<file path="config.mk">
export PLATFORM = sky130hd
export DESIGN_NAME = dvfs_load_governor_step_core
export DESIGN_NICKNAME = d
export VERILOG_FILES = /design/src/hw/rtl/dlg_pkg.sv /design/src/hw/rtl/dlg_regs.sv /design/src/hw/rtl/dlg_div.sv /design/src/hw/rtl/dlg_dp.sv /design/src/hw/rtl/dlg_ctrl.sv /design/src/hw/rtl/dvfs_load_governor_step_core.sv
export SDC_FILE = /design/constraint.sdc
export NUM_CORES = 2
export LEC_CHECK = 0
export BUFFER_PORTS_ARGS = -buffer_cell sky130_fd_sc_hd__buf_4
export CAP_MARGIN = 20
export CORE_MARGIN = 4
export CORE_UTILIZATION = 68
export CTS_CLUSTER_DIAMETER = 80
export DETAILED_ROUTE_END_ITERATION = 6
export PLACE_DENSITY = 0.86
export SLEW_MARGIN = 20
export SYNTH_ARGS = -nofsm -noshare
export SYNTH_HDL_FRONTEND = slang
export SYNTH_SLANG_ARGS = --single-unit
export TNS_END_PERCENT = 5
</file>
<file path="constraint.sdc">
create_clock -name clk -period 17.9 [get_ports clk]
set_input_delay 1.79 -clock clk [delete_from_list [all_inputs] [get_ports clk]]
set_output_delay 1.79 -clock clk [all_outputs]
set_load 0.005 [all_outputs]
</file>
<file path="src/hw/rtl/dlg_pkg.sv">
// Shared types, constants and register map of the DVFS load governor step.
`default_nettype none
package dlg_pkg;

  localparam int FREQ_W = 24;
  localparam int IVL_W  = 27;
  localparam int PCT_W  = 7;
  localparam int DIV_W  = 32;
  localparam int DVS_W  = 7;
  localparam int DIV_STEPS = DIV_W / 2;
  localparam int CNT_W  = $clog2(DIV_STEPS);
  localparam int ADDR_W = 5;
  localparam int DATA_W = 32;

  localparam logic [PCT_W-1:0] IDLE_LOAD = 7'd5;
  localparam logic [PCT_W-1:0] DROP_PCT  = 7'd15;
  localparam logic [DVS_W-1:0] PCT_SCALE = 7'd100;
  localparam logic [IVL_W-1:0] IVL_MAX   = 27'h7FFFFFF;
  localparam logic [FREQ_W-1:0] FREQ_MAX = 24'hFFFFFF;

  localparam logic [31:0] RECIP_100 = 32'd2748779070;
  localparam int          RECIP_SH  = 38;

  localparam logic [1:0] REL_NONE     = 2'd0;
  localparam logic [1:0] REL_AT_BELOW = 2'd1;
  localparam logic [1:0] REL_AT_ABOVE = 2'd2;

  localparam logic [2:0] REG_RAISE_LOAD = 3'd0;
  localparam logic [2:0] REG_BOOST_PCT  = 3'd1;
  localparam logic [2:0] REG_FAST_DIV   = 3'd2;
  localparam logic [2:0] REG_SLOW_MULT  = 3'd3;
  localparam logic [2:0] REG_BASE_IVL   = 3'd4;
  localparam logic [2:0] REG_FLOOR_IVL  = 3'd5;
  localparam logic [2:0] REG_MAX_FREQ   = 3'd6;
  localparam logic [2:0] REG_MIN_FREQ   = 3'd7;

  localparam logic [6:0]  RST_RAISE_LOAD = 7'd75;
  localparam logic [6:0]  RST_BOOST_PCT  = 7'd85;
  localparam logic [3:0]  RST_FAST_DIV   = 4'd4;
  localparam logic [3:0]  RST_SLOW_MULT  = 4'd2;
  localparam logic [23:0] RST_BASE_IVL   = 24'd20000;
  localparam logic [23:0] RST_FLOOR_IVL  = 24'd10000;
  localparam logic [23:0] RST_MAX_FREQ   = 24'd2000000;
  localparam logic [23:0] RST_MIN_FREQ   = 24'd300000;

  typedef struct packed {
    logic [6:0]  raise_load;
    logic [6:0]  boost_pct;
    logic [3:0]  fast_div;
    logic [3:0]  slow_mult;
    logic [23:0] base_interval_us;
    logic [23:0] floor_interval_us;
    logic [23:0] max_freq_khz;
    logic [23:0] min_freq_khz;
  } cfg_t;

  typedef struct packed {
    logic capture;
    logic mul;
    logic launch;
    logic finish;
  } cmd_t;

  typedef struct packed {
    logic div_done;
  } sts_t;

  typedef enum logic [4:0] {
    S_IDLE   = 5'b00001,
    S_MUL    = 5'b00010,
    S_LAUNCH = 5'b00100,
    S_DIV    = 5'b01000,
    S_FIN    = 5'b10000
  } state_t;

endpackage
`default_nettype wire

</file>
<file path="src/hw/rtl/dlg_regs.sv">
// Configuration register file with APB-style access.
`default_nettype none
module dlg_regs (
  input  wire logic                        clk,
  input  wire logic                        rst,
  input  wire logic                        psel,
  input  wire logic                        penable,
  input  wire logic                        pwrite,
  input  wire logic [dlg_pkg::ADDR_W-1:0]  paddr,
  input  wire logic [dlg_pkg::DATA_W-1:0]  pwdata,
  output logic      [dlg_pkg::DATA_W-1:0]  prdata,
  output logic                             pready,
  output dlg_pkg::cfg_t                    cfg
);

  logic [2:0] idx;
  logic       wr;

  assign idx    = paddr[4:2];
  assign wr     = psel && penable && pwrite;
  assign pready = 1'b1;

  always_ff @(posedge clk) begin
    if (rst) begin
      cfg.raise_load        <= dlg_pkg::RST_RAISE_LOAD;
      cfg.boost_pct         <= dlg_pkg::RST_BOOST_PCT;
      cfg.fast_div          <= dlg_pkg::RST_FAST_DIV;
      cfg.slow_mult         <= dlg_pkg::RST_SLOW_MULT;
      cfg.base_interval_us  <= dlg_pkg::RST_BASE_IVL;
      cfg.floor_interval_us <= dlg_pkg::RST_FLOOR_IVL;
      cfg.max_freq_khz      <= dlg_pkg::RST_MAX_FREQ;
      cfg.min_freq_khz      <= dlg_pkg::RST_MIN_FREQ;
    end else if (wr) begin
      unique case (idx)
        dlg_pkg::REG_RAISE_LOAD: cfg.raise_load        <= pwdata[6:0];
        dlg_pkg::REG_BOOST_PCT:  cfg.boost_pct         <= pwdata[6:0];
        dlg_pkg::REG_FAST_DIV:   cfg.fast_div          <= pwdata[3:0];
        dlg_pkg::REG_SLOW_MULT:  cfg.slow_mult         <= pwdata[3:0];
        dlg_pkg::REG_BASE_IVL:   cfg.base_interval_us  <= pwdata[23:0];
        dlg_pkg::REG_FLOOR_IVL:  cfg.floor_interval_us <= pwdata[23:0];
        dlg_pkg::REG_MAX_FREQ:   cfg.max_freq_khz      <= pwdata[23:0];
        dlg_pkg::REG_MIN_FREQ:   cfg.min_freq_khz      <= pwdata[23:0];
        default: ;
      endcase
    end
  end

  always_comb begin
    unique case (idx)
      dlg_pkg::REG_RAISE_LOAD: prdata = {25'b0, cfg.raise_load};
      dlg_pkg::REG_BOOST_PCT:  prdata = {25'b0, cfg.boost_pct};
      dlg_pkg::REG_FAST_DIV:   prdata = {28'b0, cfg.fast_div};
      dlg_pkg::REG_SLOW_MULT:  prdata = {28'b0, cfg.slow_mult};
      dlg_pkg::REG_BASE_IVL:   prdata = {8'b0, cfg.base_interval_us};
      dlg_pkg::REG_FLOOR_IVL:  prdata = {8'b0, cfg.floor_interval_us};
      dlg_pkg::REG_MAX_FREQ:   prdata = {8'b0, cfg.max_freq_khz};
      dlg_pkg::REG_MIN_FREQ:   prdata = {8'b0, cfg.min_freq_khz};
      default:                 prdata = '0;
    endcase
  end

endmodule
`default_nettype wire

</file>
<file path="src/hw/rtl/dlg_div.sv">
// Restoring divider, two quotient bits per cycle.
`default_nettype none
module dlg_div (
  input  wire logic                        clk,
  input  wire logic                        rst,
  input  wire logic                        start,
  input  wire logic [dlg_pkg::DIV_W-1:0]   dividend,
  input  wire logic [dlg_pkg::DVS_W-1:0]   divisor,
  output logic                             done,
  output logic      [dlg_pkg::DIV_W-1:0]   quotient
);

  logic                          busy;
  logic [dlg_pkg::CNT_W-1:0]     cnt;
  logic [dlg_pkg::DVS_W-1:0]     rem;
  logic [dlg_pkg::DIV_W-1:0]     quo;
  logic [dlg_pkg::DVS_W-1:0]     dvs;

  logic [dlg_pkg::DVS_W:0]       r1, r2, d_ext;
  logic                          ge1, ge2;
  logic [dlg_pkg::DVS_W-1:0]     r1n, rem_next;
  logic [dlg_pkg::DIV_W-1:0]     q1, quo_next;

  always_comb begin
    d_ext    = {1'b0, dvs};
    r1       = {rem, quo[dlg_pkg::DIV_W-1]};
    ge1      = r1 >= d_ext;
    r1n      = ge1 ? 7'(r1 - d_ext) : r1[dlg_pkg::DVS_W-1:0];
    q1       = {quo[dlg_pkg::DIV_W-2:0], ge1};
    r2       = {r1n, q1[dlg_pkg::DIV_W-1]};
    ge2      = r2 >= d_ext;
    rem_next = ge2 ? 7'(r2 - d_ext) : r2[dlg_pkg::DVS_W-1:0];
    quo_next = {q1[dlg_pkg::DIV_W-2:0], ge2};
  end

  always_ff @(posedge clk) begin
    if (rst) begin
      busy <= 1'b0;
      done <= 1'b0;
      cnt  <= '0;
    end else begin
      done <= 1'b0;
      if (start) begin
        busy <= 1'b1;
        cnt  <= '0;
      end else if (busy) begin
        cnt <= cnt + 1'b1;
        if (cnt == dlg_pkg::CNT_W'(dlg_pkg::DIV_STEPS - 1)) begin
          busy <= 1'b0;
          done <= 1'b1;
        end
      end
    end
  end

  always_ff @(posedge clk) begin
    if (start) begin
      rem <= '0;
      quo <= dividend;
      dvs <= divisor;
    end else if (busy) begin
      rem <= rem_next;
      quo <= quo_next;
    end
  end

  assign quotient = quo;

endmodule
`default_nettype wire

</file>
<file path="src/hw/rtl/dlg_dp.sv">
// Datapath: operand capture, products, reciprocal scaling, divider, target and interval update.
`default_nettype none
module dlg_dp (
  input  wire logic                          clk,
  input  wire logic                          rst,
  input  wire dlg_pkg::cfg_t                 cfg,
  input  wire dlg_pkg::cmd_t                 cmd,
  output dlg_pkg::sts_t                      sts,
  input  wire logic                          action,
  input  wire logic [dlg_pkg::PCT_W-1:0]     load_pct,
  input  wire logic [dlg_pkg::FREQ_W-1:0]    current_khz,
  output logic      [dlg_pkg::FREQ_W-1:0]    request_khz,
  output logic      [1:0]                    relation,
  output logic      [dlg_pkg::IVL_W-1:0]     next_interval_us
);

  logic                          act;
  logic [dlg_pkg::PCT_W-1:0]     load;
  logic [dlg_pkg::FREQ_W-1:0]    cur;
  logic [dlg_pkg::FREQ_W-1:0]    target;
  logic [30:0]                   prod;
  logic [27:0]                   imul;
  logic [62:0]                   recip;
  logic [24:0]                   qa;

  logic                          is_busy, is_idle;
  logic [dlg_pkg::PCT_W-1:0]     pct;
  logic [3:0]                    bd1, im1;
  logic                          done_b;
  logic [dlg_pkg::DIV_W-1:0]     qb;

  logic [dlg_pkg::FREQ_W-1:0]    hs, lowered, target_next;
  logic [dlg_pkg::FREQ_W:0]      floor_sum;
  logic [dlg_pkg::IVL_W-1:0]     ivl_raw, ivl_next;
  logic [1:0]                    rel_next;

  assign is_busy = load > cfg.raise_load;
  assign is_idle = load < dlg_pkg::IDLE_LOAD;
  assign pct     = is_busy ? cfg.boost_pct : dlg_pkg::DROP_PCT;
  assign bd1     = (cfg.fast_div == 4'd0) ? 4'd1 : cfg.fast_div;
  assign im1     = (cfg.slow_mult == 4'd0) ? 4'd1 : cfg.slow_mult;
  assign recip   = {32'b0, prod} * {31'b0, dlg_pkg::RECIP_100};

  always_ff @(posedge clk) begin
    if (cmd.capture) begin
      act  <= action;
      load <= load_pct;
      cur  <= current_khz;
    end
    if (cmd.mul) begin
      prod <= {24'b0, pct} * {7'b0, cfg.max_freq_khz};
      imul <= {4'b0, cfg.base_interval_us} * {24'b0, im1};
    end
    if (cmd.launch) begin
      qa <= recip[62:dlg_pkg::RECIP_SH];
    end
  end

  dlg_div u_div_ivl (
    .clk      (clk),
    .rst      (rst),
    .start    (cmd.launch),
    .dividend ({8'b0, cfg.base_interval_us}),
    .divisor  ({3'b0, bd1}),
    .done     (done_b),
    .quotient (qb)
  );

  assign sts.div_done = done_b;

  always_comb begin
    hs        = qa[24] ? dlg_pkg::FREQ_MAX : qa[23:0];
    floor_sum = {1'b0, cfg.min_freq_khz} + {1'b0, qa[23:0]};
    lowered   = ({1'b0, target} < floor_sum) ? cfg.min_freq_khz : target - qa[23:0];
    priority if (act) begin
      target_next = cur;
      rel_next    = dlg_pkg::REL_NONE;
      ivl_raw     = '0;
    end else if (is_busy) begin
      target_next = (target >= hs) ? cfg.max_freq_khz : hs;
      rel_next    = dlg_pkg::REL_AT_BELOW;
      ivl_raw     = {3'b0, qb[23:0]};
    end else if (is_idle) begin
      target_next = lowered;
      rel_next    = dlg_pkg::REL_AT_ABOVE;
      ivl_raw     = imul[27] ? dlg_pkg::IVL_MAX : imul[26:0];
    end else begin
      target_next = target;
      rel_next    = dlg_pkg::REL_NONE;
      ivl_raw     = {3'b0, cfg.base_interval_us};
    end
    if (act) begin
      ivl_next = '0;
    end else if (ivl_raw < {3'b0, cfg.floor_interval_us}) begin
      ivl_next = {3'b0, cfg.floor_interval_us};
    end else begin
      ivl_next = ivl_raw;
    end
  end

  always_ff @(posedge clk) begin
    if (rst) begin
      target <= '0;
    end else if (cmd.finish) begin
      target <= target_next;
    end
  end

  always_ff @(posedge clk) begin
    if (cmd.finish) begin
      request_khz      <= target_next;
      relation         <= rel_next;
      next_interval_us <= ivl_next;
    end
  end

endmodule
`default_nettype wire

</file>
<file path="src/hw/rtl/dlg_ctrl.sv">
// Controller state machine: sequences capture, products, division and result load.
`default_nettype none
module dlg_ctrl (
  input  wire logic           clk,
  input  wire logic           rst,
  input  wire logic           in_valid,
  input  wire logic           action,
  output logic                in_stall,
  output logic                out_valid,
  input  wire logic           out_stall,
  output dlg_pkg::cmd_t       cmd,
  input  wire dlg_pkg::sts_t  sts
);

  dlg_pkg::state_t state, state_next;
  logic            accept, out_free;

  assign in_stall = rst || (state != dlg_pkg::S_IDLE);
  assign accept   = in_valid && !in_stall;
  assign out_free = !out_valid || !out_stall;

  always_comb begin
    state_next  = state;
    cmd         = '0;
    cmd.capture = accept;
    unique case (state)
      dlg_pkg::S_IDLE: begin
        if (accept) begin
          state_next = action ? dlg_pkg::S_FIN : dlg_pkg::S_MUL;
        end
      end
      dlg_pkg::S_MUL: begin
        cmd.mul    = 1'b1;
        state_next = dlg_pkg::S_LAUNCH;
      end
      dlg_pkg::S_LAUNCH: begin
        cmd.launch = 1'b1;
        state_next = dlg_pkg::S_DIV;
      end
      dlg_pkg::S_DIV: begin
        if (sts.div_done) begin
          state_next = dlg_pkg::S_FIN;
        end
      end
      dlg_pkg::S_FIN: begin
        if (out_free) begin
          cmd.finish = 1'b1;
          state_next = dlg_pkg::S_IDLE;
        end
      end
      default: state_next = dlg_pkg::S_IDLE;
    endcase
  end

  always_ff @(posedge clk) begin
    if (rst) begin
      state     <= dlg_pkg::S_IDLE;
      out_valid <= 1'b0;
    end else begin
      state <= state_next;
      if (cmd.finish) begin
        out_valid <= 1'b1;
      end else if (out_valid && !out_stall) begin
        out_valid <= 1'b0;
      end
    end
  end

`ifndef ASSERT_OFF
  a_done_in_div: assert property (@(posedge clk) disable iff (rst)
    sts.div_done |-> state == dlg_pkg::S_DIV)
    else $error("divider done outside divide state");
  a_start_short: assert property (@(posedge clk) disable iff (rst)
    accept && action |=> state == dlg_pkg::S_FIN)
    else $error("start word did not go to finish");
  a_finish_valid: assert property (@(posedge clk) disable iff (rst)
    cmd.finish |=> out_valid && state == dlg_pkg::S_IDLE)
    else $error("result not presented after finish");
`endif

endmodule
`default_nettype wire

</file>
<file path="src/hw/rtl/dvfs_load_governor_step_core.sv">
// Top level of the DVFS load governor step.
// A load sample word passes the product, launch, divide and finish states after accept, and a
// start word goes straight to finish; finish waits while the output is stalled. A new word is
// taken only in idle; for a sample the interval divider retires two quotient bits per cycle.
// Reset: synchronous; clears the held target to 0, loads register defaults, drops valid.
`default_nettype none
module dvfs_load_governor_step_core (
  input  wire logic                          clk,
  input  wire logic                          rst,
  input  wire logic                          psel,
  input  wire logic                          penable,
  input  wire logic                          pwrite,
  input  wire logic [dlg_pkg::ADDR_W-1:0]    paddr,
  input  wire logic [dlg_pkg::DATA_W-1:0]    pwdata,
  output logic      [dlg_pkg::DATA_W-1:0]    prdata,
  output logic                               pready,
  input  wire logic                          in_valid,
  output logic                               in_stall,
  input  wire logic                          action,
  input  wire logic [dlg_pkg::PCT_W-1:0]     load_pct,
  input  wire logic [dlg_pkg::FREQ_W-1:0]    current_khz,
  output logic                               out_valid,
  input  wire logic                          out_stall,
  output logic      [dlg_pkg::FREQ_W-1:0]    request_khz,
  output logic      [1:0]                    relation,
  output logic      [dlg_pkg::IVL_W-1:0]     next_interval_us
);

  dlg_pkg::cfg_t cfg;
  dlg_pkg::cmd_t cmd;
  dlg_pkg::sts_t sts;

  dlg_regs u_regs (
    .clk     (clk),
    .rst     (rst),
    .psel    (psel),
    .penable (penable),
    .pwrite  (pwrite),
    .paddr   (paddr),
    .pwdata  (pwdata),
    .prdata  (prdata),
    .pready  (pready),
    .cfg     (cfg)
  );

  dlg_ctrl u_ctrl (
    .clk       (clk),
    .rst       (rst),
    .in_valid  (in_valid),
    .action    (action),
    .in_stall  (in_stall),
    .out_valid (out_valid),
    .out_stall (out_stall),
    .cmd       (cmd),
    .sts       (sts)
  );

  dlg_dp u_dp (
    .clk              (clk),
    .rst              (rst),
    .cfg              (cfg),
    .cmd              (cmd),
    .sts              (sts),
    .action           (action),
    .load_pct         (load_pct),
    .current_khz      (current_khz),
    .request_khz      (request_khz),
    .relation         (relation),
    .next_interval_us (next_interval_us)
  );

endmodule
`default_nettype wire
</file>
==> flow_summary.yaml <==
clock_tree:
  clkLatencyLatePin_ps: 570
  cts-root-buf: "clkbuf_16"
  cts_tree: "yes"
  cts_buffers: 38
  clk_path_buf_depth: 3
  holdBufCountCts: 0
  clock_sink_count: 366
  clk_pin_slew_worst_paths_ps: 60
  cts_resized: 0
  cts_max_level: 2
  post_cts_buffers: 0
logic_synthesis:
  synthXorXnorAreaFrac_pct: 2.29
  synth_area_um2: 44700
  netlist_top_cells_count: "833 x inv_1, 600 x ha_1, 531 x fa_1"
  synth_edf_count: 197
  synthSimpleGateAreaFrac_pct: 13.4
  synthMuxAreaShare_pct: 1.68
  yosys.cell_types.count: 97
  synth.largest_area_cell: "fa_1"
  synth_ff_type: "edfxtp_1"
  synth_area_leaders: "fa_1 24%, ha_1 17%, edfxtp_1 13%"
  synth-compound-area-share_pct: 12.0
  synth_adder_area_share_pct: 40.6
  netlist_instances: 4828
  yosysMostFrequentCell: "inv_1"
  ys_ff_latch: 366
  synth_top_area_share_pct: 23.8
  syn_avg_cell_area_um2: 9.25
  async_flop_share_pct: 0
  synth_top_family_by_area: "adder cells"
  synth_warnings: 0
  synth-seq-area-share_pct: 20.8
worst_setup_path:
  worst-setup-path-type: "reg2reg"
  cp.depth: 21
  worst-path-max-fanout: 9
  cp_common_cell: "fa_1"
  crit_arrival_ps: 8550
  cp.buffers_inverters: 4
  r2r-end: "u_dp.qa[22]$_DFFE_PP_"
  r2r_start: "u_dp.prod[20]$_DFFE_PP_"
  worstPathRequired_ps: 18180
  cp-end-kind: "flip-flop"
  reg2reg_depth: 21
  max_stage_delay_ps: 800
  cpLargestDelayFamily: "adder cells"
  path_cells: "inv_1, fa_1, fa_1, fa_1, inv_1, fa_1, fa_1, fa_1, inv_1, fa_1, inv_1, ha_1, and4_1, nand2_1, or4_1, a31o_1, a31oi_2, o211ai_1, a311oi_2, nor2_1, xnor2_1"
  endpoint: "u_dp.qa[22]$_DFFE_PP_"
  slowest_stage: "edfxtp_1"
  start_kind: "flip-flop"
  crit_start: "u_dp.prod[20]$_DFFE_PP_"
  rrSetupSlack_ps: 9640
grt:
  antenna_found_initial: 3
  grt.total_usage_pct: 36.3
  grt_pass1_vias: 36225
  grt_max_degree: 70
  grt_overflow: 0
  grt_pass1_wl_mm: 201
routing:
  ant_nets: 0
  dr.pass1.iters: 6
  drcViolationCount: 0
  wire_per_inst_um: 22.2
  vias: 36145
  viasPerCell: 6.32
  drt_iter0_drc: 4030
  drt_wl_total_mm: 127
placement:
  io_buffers: 144
  gp_congestion: 1.03
  dp_hpwl_mm: 102
sta:
  setup_violations: 0
  max-slew-margin-rel_pct: 28.8
  fin_crit_ps: 8260
  worst_pin_slew_ps: 1070
  finalSetupTns_ps: 0
  fin_hold_ws_ps: 467
  finalMaxSlewViolations: 0
  fin_crit_sh_pct: 46.2
  fin_worst_skew_ps: 36.3
  fmax_ghz: 0.121
  rsz0062_at_grt: "false"
  hold_viol: 0
floorplan:
  start_util_pct: 69.1
  die-width_um: 264
  ios: 164
  core_um2: 64700
  die_h_um: 264
  std_cell_rows: 93
  die_area_um2: 69900
finish:
  fin_nets: 6036
  regArea_um2: 9300
  multi_input_area_um2: 31300
  drive_gt1_share_pct: 5.64
  fillers: 4535
  area.growth.synth_to_final_pct: 5.87
job:
  cap_violations: 0
run_status:
  status: "complete, no violations"
worst_hold_path:
  hp-class: "reg2reg"
[state kept, by name, summed over array words and instances, names as in the netlist]
signal	cells
u_dp.u_div_ivl.quotient	32
u_regs.cfg	118
u_dp.next_interval_us	27
u_dp.load	7
u_dp.act	1
u_dp.u_div_ivl.done	1
u_dp.cur	24
u_dp.u_div_ivl.cnt	4
u_dp.u_div_ivl.busy	1
u_dp.u_div_ivl.dvs	4
u_dp.prod	31
u_ctrl.out_valid	1
u_dp.request_khz	24
u_dp.target	24
u_dp.qa	25
u_dp.relation	2
u_ctrl.state	5
u_dp.imul	28
u_dp.u_div_ivl.rem	7
[cell usage in the layout, fill, tap and decap left out, types with 31 or more instances in the layout]
master | synthesis | layout
edfxtp_1 | 197 | 197
xnor2_1 | 75 | 75
ha_1 | 600 | 600
nor3_1 | 81 | 81
clkbuf_16 | 0 | 39
nand2b_1 | 42 | 42
mux2i_1 | 67 | 67
xor2_1 | 42 | 42
a21oi_1 | 272 | 272
a211oi_1 | 35 | 35
o21ai_0 | 118 | 118
inv_1 | 833 | 831
a21o_1 | 81 | 81
and2_1 | 112 | 111
and3_1 | 80 | 80
nor2_1 | 268 | 267
buf_4 | 15 | 167
nand2_1 | 500 | 500
o21a_1 | 33 | 32
nand3_1 | 68 | 68
fa_1 | 531 | 531
o211ai_1 | 31 | 31
nor2b_1 | 42 | 42
dfxtp_1 | 169 | 169
[cells by family (layout without fill, tap and decap cells)]
logic type / after synthesis / in the layout
other cells: 2 / 13
mux: 73 / 73
compound gates: 807 / 807
xor+xnor: 117 / 117
fa+ha+maj: 1131 / 1131
buf+inv: 1047 / 1068
flops: 366 / 366
simple gates: 1285 / 1285
[worst min-delay path, cell delays in order, from the launching register on]
cell,delay (ps)
dfxtp_1,310
nand2b_1,60
a21oi_1,50
[routing by layer]
layer  up-vias  global-route usage [%]  wire length [um]
li1      16027                       -                 -
met1     17487                    50.6             49800
met3       424                    8.74             15100
met2      2207                    55.6             56000
met5         -                       0                 0
met4         0                    14.0              6120
[through the flow]
stage	area [um2]	instances	setup WS, ps	util (%)
2_1_floorplan	44700	4835	11140	-
3_3_place_gp	46100	5643	9950	71.2
3_5_place_dp	46100	5644	9910	71.2
4_1_cts	47300	5711	9840	73.1
5_1_grt	47300	5714	9410	73.1
6_report	47300	5715	9640	73.1
[worst min path at each step]
stage	from	to	slack, ps	cells past startpoint
floorplan	u_dp.u_div_ivl.rem[6]$_SDFFE_PP0P_	u_dp.u_div_ivl.rem[6]$_SDFFE_PP0P_	450	2
global placement	u_dp.u_div_ivl.rem[6]$_SDFFE_PP0P_	u_dp.u_div_ivl.rem[6]$_SDFFE_PP0P_	450	2
detailed placement	u_regs.cfg[101]$_SDFFE_PP0P_	u_dp.u_div_ivl.dvs[1]$_SDFFCE_PN0P_	460	0
CTS	u_regs.cfg[101]$_SDFFE_PP0P_	u_dp.u_div_ivl.dvs[1]$_SDFFCE_PN0P_	470	0
global route	u_regs.cfg[101]$_SDFFE_PP0P_	u_dp.u_div_ivl.dvs[1]$_SDFFCE_PN0P_	490	0
finish	u_dp.u_div_ivl.rem[6]$_SDFFE_PP0P_	u_dp.u_div_ivl.rem[6]$_SDFFE_PP0P_	470	2
[area by class of cell]
cell class                      count  area share (%)
Clock buffer                       56            2.36
Inverter                          834            6.62
Timing Repair Buffer              167            2.65
Sequential cell                   366            19.7
Antenna cell                        4          0.0212
Tap cell                          855            2.26
Clock inverter                     11           0.212
Multi-Input combinational cell   3422            66.2
Power is not shown: default switching activity piles up to over one toggle a cycle in this logic, so the estimate is an artifact.
